$ cat src/afr_pkg.sv
// ----------------------------------------------------------------------------
// afr_pkg: shared definitions for the audio module frame receiver
// Holds the frame constants, the byte position type and the result word.
// ----------------------------------------------------------------------------
`timescale 1ns / 1ps
`default_nettype none

package afr_pkg;

	localparam logic [7:0] FRAME_START = 8'h7E;
	localparam logic [7:0] FRAME_END   = 8'hEF;
	localparam int         FRAME_LEN   = 10;

	localparam int POS_W = 4;
	typedef logic [POS_W-1:0] pos_t;

	// Named byte positions within a frame.
	localparam pos_t POS_START  = pos_t'(0);
	localparam pos_t POS_FIRST  = pos_t'(1);
	localparam pos_t POS_SUMEND = pos_t'(6);
	localparam pos_t POS_CMD    = pos_t'(3);
	localparam pos_t POS_PAR_HI = pos_t'(5);
	localparam pos_t POS_PAR_LO = pos_t'(6);
	localparam pos_t POS_CHK_HI = pos_t'(7);
	localparam pos_t POS_CHK_LO = pos_t'(8);
	localparam pos_t POS_LAST   = pos_t'(FRAME_LEN - 1);

	// Result word as carried on the output tdata, command in the low bits.
	typedef struct packed {
		logic [15:0] frame_param;
		logic [7:0]  frame_cmd;
	} result_t;

endpackage

`default_nettype wire

$ cat src/audio_module_frame_receiver.sv
// ----------------------------------------------------------------------------
// audio_module_frame_receiver: serial reply frame parser
// Hunts for a start byte, collects a ten byte frame, checks the end byte and
// the checksum, and emits the command byte and parameter of a good frame.
// ----------------------------------------------------------------------------
// A good frame's result is registered in the output register or skid entry.
// Throughput: one input word per cycle; the running checksum and the fields
//   are updated per word, and a result register with a skid entry behind it
//   keeps input flowing while a result waits (s_tready falls only when full).
// Reset (arst_n low, asynchronous): the parser returns to hunting for the
//   start byte and both output entries are emptied.
`timescale 1ns / 1ps
`default_nettype none

module audio_module_frame_receiver (
	input  wire logic        clk,
	input  wire logic        arst_n,
	// Input stream: one word per received serial byte.
	input  wire logic        s_tvalid,
	output logic             s_tready,
	input  wire logic [7:0]  s_tdata,   // [7:0] rx_byte
	input  wire logic        s_tuser,   // [0] line_error
	// Output stream: one word per validated frame.
	output logic             m_tvalid,
	input  wire logic        m_tready,
	output logic [23:0]      m_tdata    // [7:0] frame_cmd, [23:8] frame_param
);

	import afr_pkg::*;

	// Parser state.
	pos_t        pos_q;
	logic [15:0] sum_q;      // running sum of bytes one to six
	logic [7:0]  cmd_q;
	logic [7:0]  par_hi_q;
	logic [7:0]  par_lo_q;
	logic [7:0]  chk_hi_q;
	logic        chk_ok_q;   // checksum held once the low check byte arrived

	// Output stage.
	logic        out_valid_q;
	result_t     out_data_q;
	logic        skid_valid_q;
	result_t     skid_data_q;

	logic        in_take;
	logic        out_take;
	logic        res_valid;
	result_t     res_data;
	logic [15:0] chk_total;

	assign s_tready = !skid_valid_q;
	assign in_take  = s_tvalid && s_tready;
	assign out_take = out_valid_q && m_tready;
	assign m_tvalid = out_valid_q;
	assign m_tdata  = out_data_q;

	// The checksum holds when the byte sum plus the check word wraps to zero.
	assign chk_total = sum_q + {chk_hi_q, s_tdata};

	// A result is produced when the final byte of a frame is accepted, the
	// end byte matches and the checksum was found good one byte earlier.
	always_comb begin
		res_valid            = in_take && !s_tuser && (pos_q == POS_LAST) &&
		                       (s_tdata == FRAME_END) && chk_ok_q;
		res_data.frame_cmd   = cmd_q;
		res_data.frame_param = {par_hi_q, par_lo_q};
	end

	always_ff @(posedge clk or negedge arst_n) begin
		if (!arst_n) begin
			pos_q <= POS_START;
		end else if (in_take) begin
			if (s_tuser) begin
				// A line error drops the byte and restarts the hunt.
				pos_q <= POS_START;
			end else if (pos_q == POS_START) begin
				if (s_tdata == FRAME_START) begin
					pos_q <= POS_FIRST;
				end
			end else if (pos_q >= POS_LAST) begin
				// The final byte always ends the frame, good or bad.
				pos_q <= POS_START;
			end else begin
				pos_q <= pos_q + pos_t'(1);
			end
		end
	end

	// Frame fields need no reset: each is written before it is used.
	always_ff @(posedge clk) begin
		if (in_take && !s_tuser) begin
			if (pos_q == POS_FIRST) begin
				sum_q <= {8'h00, s_tdata};
			end else if (pos_q > POS_FIRST && pos_q <= POS_SUMEND) begin
				sum_q <= sum_q + {8'h00, s_tdata};
			end
			if (pos_q == POS_CMD) begin
				cmd_q <= s_tdata;
			end
			if (pos_q == POS_PAR_HI) begin
				par_hi_q <= s_tdata;
			end
			if (pos_q == POS_PAR_LO) begin
				par_lo_q <= s_tdata;
			end
			if (pos_q == POS_CHK_HI) begin
				chk_hi_q <= s_tdata;
			end
			if (pos_q == POS_CHK_LO) begin
				chk_ok_q <= (chk_total == 16'h0000);
			end
		end
	end

	// Output register with a skid entry behind it. While the skid is full no
	// input is taken, so no new result can arrive in that time.
	always_ff @(posedge clk or negedge arst_n) begin
		if (!arst_n) begin
			out_valid_q  <= 1'b0;
			skid_valid_q <= 1'b0;
		end else if (skid_valid_q) begin
			if (out_take) begin
				skid_valid_q <= 1'b0;
			end
		end else if (!out_valid_q || out_take) begin
			out_valid_q <= res_valid;
		end else if (res_valid) begin
			skid_valid_q <= 1'b1;
		end
	end

	always_ff @(posedge clk) begin
		if (skid_valid_q) begin
			if (out_take) begin
				out_data_q <= skid_data_q;
			end
		end else if (!out_valid_q || out_take) begin
			if (res_valid) begin
				out_data_q <= res_data;
			end
		end else if (res_valid) begin
			skid_data_q <= res_data;
		end
	end

endmodule

`default_nettype wire

$ cat config.mk
export PLATFORM = sky130hd
export DESIGN_NAME = audio_module_frame_receiver
export DESIGN_NICKNAME = d
export VERILOG_FILES = /design/src/afr_pkg.sv /design/src/audio_module_frame_receiver.sv
export SDC_FILE = /design/constraint.sdc
export NUM_CORES = 1
export LEC_CHECK = 0
export BUFFER_PORTS_ARGS = -buffer_cell sky130_fd_sc_hd__clkbuf_2
export CAP_MARGIN = 5
export CELL_PAD_IN_SITES_DETAIL_PLACEMENT = 1
export CELL_PAD_IN_SITES_GLOBAL_PLACEMENT = 1
export CORE_UTILIZATION = 40
export DETAILED_ROUTE_END_ITERATION = 16
export GPL_TIMING_DRIVEN = 0
export HOLD_SLACK_MARGIN = 0.03
export PLACE_DENSITY_LB_ADDON = 0.08
export SYNTH_ARGS = -nofsm -noshare
export SYNTH_HDL_FRONTEND = slang
export SYNTH_SLANG_ARGS = --single-unit
$ cat constraint.sdc
create_clock -name clk -period 3 [get_ports clk]
set_clock_uncertainty 0.2 [all_clocks]
set_input_delay 0.6 -clock clk [delete_from_list [all_inputs] [get_ports clk]]
set_output_delay 0.6 -clock clk [all_outputs]
set_load 0.03 [all_outputs]
==> results.md <==
* Run status: finished with violations
* Failing checks: DRC
* Total number of H-tree levels at 3
* Vias in the first global route at about 3,000
* Tcrit/Tclk final at 0.994
* Clock-pin slew on the worst setup and hold paths at approximately 0.07 ns
* Crit path capture type: register
* Worst R2R Start: sum_q[0]
* Syn_area_per_cell at 13.8 µm²
* Wire per inst at 18.9 µm
* Vias at between 2,000 and 3,000
* Setup crit end: chk_ok_q
* Initial antenna violation count at 0
* Worst R2R End: chk_ok_q
* Die Wd at 111 µm
* Pre-CTS setup slack at -0.721 ns
* DRT iter0 DRCs at 136
* Share of total power in the clock network at 0.309
* Worst reg2reg path depth at 10
* Share of synthesized registers carrying an async set or reset at 0.0583
* Combinational power share at 0.246
* Sequential share of power at 0.445
* Number of port buffers at 38
* Final hold vios at 0
* Slew HR at 0.477
* Syn Nets at 381
* Cell-internal power at 0.00273 W
* Sequential cell area at slightly above 3000 µm²
* Max Clock Freq at 335 MHz
* All-Layer GR Usage at 0.177
* Worst-skew pair later-pin latency at around 0.35 ns
* Final worst path period need at just under 3 ns
* TritonCTS clock tree: yes
* Layout Nets at about 440
* FP Rows at 39
* DR pass1 iterations at 10
* Number of enable flip-flop cells after synthesis at slightly below 100
* Clock buffer depth at 2
* Core area at ~12,000 µm²
* Final setup viols at 0
* Critical path arrival at slightly below 3 ns
* Distinct cells, synth at between 50 and 60
* Clock root buffer: clkbuf_16
* Largest net degree at the start of global routing at 25
* Post-synthesis sequential area ratio at 0.641
* Yosys reg bits at between 100 and 150
* Worst vdd ir at roughly 0.00027 V
* GP Congestion at between 0.8 and 0.9
* Die height at around 110 µm
* Ports at 39
* Drt total wl at roughly 10 mm
* Pwr Density at approximately 680 nW/µm²
* Leakage power total at around 2.0 nW
* Max-slew violation count at 0
* Dpl hpwl at 7.08 mm
* Hold Crit Class: in -> reg
* Worst R2R Setup Slack at approximately 0.03 ns
* Crit Path Class: in -> reg
* DR vias/cell at 5.30
* Net Switching at ~0.0011 W
* Dominant cells by area after synthesis: edfxtp_1, mux2_2, ha_1, dfrtp_1, nor2_1
* Prevailing post-synth register cell: edfxtp_1
* Grt ovf at 0
* YS warnings at 0
* Post-synth top area cell: edfxtp_1
* Share of post-route cells with drive strength above 1 at 0.306
* Crit path launch: s_tdata[0]
* First-pass GRT wire length at approximately 16 mm
* Die ar. at approximately 12,000 µm²
* Area used by multi-input combinational logic at 1830 µm²
* # diodes at 0
* Post-route DRC at 6
* Fin Setup TNS at 0 ns
* Setup WS post-layout at roughly 0.017 ns
* Synth Cell Area at 4780 µm²
* Max-cap violations at 0
* Share of the synthesized area in the top cell type at 0.610
* RSZ-0062 raised after global routing: true
* Cells after Synth at between 300 and 400
* Switching share of power at 0.296
* Worst Max-Slew Pin Slew at 0.782 ns
* Initial Utilization at 0.415
* Sink Count at 103
* TritonCTS Buffers at 9
* Fillers at 1,165
* Final ANT Viol Nets at 0
* Synth-to-Final Area Change at 19.8%
* Startpoint types: input port
* Critical path fanouts, max at 8
* Critical Path RT at between 2 and 3 ns
==> how the worst min path moves through the flow <==
stage | start | depth (start not counted) | slack, ns | to
2_1_floorplan | arst_n | 0 | 0.10 | m_tvalid
3_3_place_gp | par_hi_q[0] | 0 | 0.23 | skid_data_q[16]
3_5_place_dp | arst_n | 1 | 0.24 | pos_q[1]
4_1_cts | m_tready | 2 | 0.24 | skid_valid_q
5_1_grt | m_tready | 2 | 0.26 | skid_valid_q
6_report | m_tready | 2 | 0.25 | skid_valid_q
==> power groups by stage <==
| stage | clock network [W] | registers (W) | logic, W |
|---|---|---|---|
| after global routing | 0.00127 | 0.00174 | 0.00106 |
| after global placement | 0 | 0.00175 | 0.000785 |
| final | 0.00120 | 0.00173 | 0.000955 |
| after CTS | 0.00122 | 0.00172 | 0.000825 |
| after detailed placement | 0 | 0.00176 | 0.000802 |
| after floorplan | 0 | 0.00174 | 0.000604 |
==> cells in the final DEF (no fill, tap or decap), drive strengths merged, types with 2 or more instances in the layout <==
cell | Yosys | final
or2 | 2 | 2
a2111oi | 2 | 2
nor2b | 4 | 4
xor2 | 11 | 11
o22ai | 2 | 2
inv | 13 | 15
a21o | 2 | 2
o21ai | 15 | 15
mux2 | 28 | 28
o211ai | 5 | 5
a21oi | 17 | 17
xnor2 | 4 | 4
nand3 | 9 | 9
nand4 | 3 | 3
a211oi | 4 | 4
dfrtp | 6 | 6
a31oi | 2 | 2
nor2 | 28 | 28
mux2i | 3 | 3
nor3 | 7 | 7
buf | 3 | 10
a21boi | 2 | 2
ha | 20 | 20
nand2 | 22 | 22
or3 | 2 | 2
nand2b | 5 | 5
and2 | 2 | 2
clkbuf | 4 | 52
edfxtp | 97 | 97
and3 | 8 | 8
clkinv | 0 | 3
==> cell usage after synthesis, types with 4 or more instances <==
master	number
edfxtp_1	97
mux2_2	28
nor2_1	28
nand2_1	22
ha_1	20
a21oi_1	17
inv_1	13
o21ai_0	13
xor2_1	11
nand3_1	9
and3_1	7
dfrtp_1	6
nand2b_1	5
nor3_1	5
o211ai_1	5
a211oi_1	4
clkbuf_1	4
nor2b_1	4
xnor2_1	4
==> sequential cells by signal, indices dropped and copies added (netlist names) <==
register / cells
cmd_q: 8
sum_q: 16
par_hi_q: 8
pos_q: 4
chk_hi_q: 8
par_lo_q: 8
m_tdata: 24
skid_data_q: 24
m_tvalid: 1
skid_valid_q: 1
chk_ok_q: 1
==> per-stage QoR <==
step | instance area (µm²) | utilization | hold slack, ns | cells | power, W
after floorplan | 4780 | - | 0.104 | 347 | 0.00234
after global placement | 5150 | 0.447 | 0.233 | 528 | 0.00254
after detailed placement | 5150 | 0.447 | 0.236 | 528 | 0.00256
after CTS | 5510 | 0.478 | 0.239 | 545 | 0.00377
after global routing | 5730 | 0.497 | 0.264 | 552 | 0.00407
final | 5730 | 0.497 | 0.247 | 552 | 0.00388
==> area by class of cell <==
type,instances,share of cell area
Buffer,7,0.00590
Clock buffer,10,0.0400
Clock inverter,6,0.0120
Inverter,13,0.00852
Multi-Input combinational cell,224,0.320
Sequential cell,103,0.535
Tap cell,143,0.0312
Timing Repair Buffer,46,0.0474
==> routing by layer <==
metal  vias to the layer above  track usage  routed length, µm
met5                         -            0                  0
met3                        17       0.0290                289
li1                       1424            -                  -
met4                         0       0.0901                259
met2                        48        0.294               5080
met1                      1435        0.224               4810
==> critical path, stage by stage <==
cell       delay, ns
clkbuf_8        0.15
ha_4            0.14
inv_2           0.04
fa_2            0.52
inv_2           0.06
a2111oi_4       0.19
o211ai_1        0.18
nor3_4          0.21
nand4_1         0.11
or4_4           0.44
a2111oi_4       0.30
==> timing repair <==
action / in CTS / in global routing
hold endpoints to repair: 6 / 0
endpoints found under the setup margin: 25 / 1
pin swaps: 1 / 16
buffers inserted: 0 / 7
gates resized for setup: 9 / 42
hold buffers: 1 / 0
==> cell families after synthesis <==
group                    share of synthesized area
AO/OA/AOI/OAI                               0.0830
flip-flops                                   0.641
buffers and inverters                       0.0160
XOR/XNOR                                    0.0275
adder cells (fa/ha/maj)                     0.0566
multiplexers                                0.0723
AND/OR/NAND/NOR                              0.104
Power figures use the tool's default switching activity.
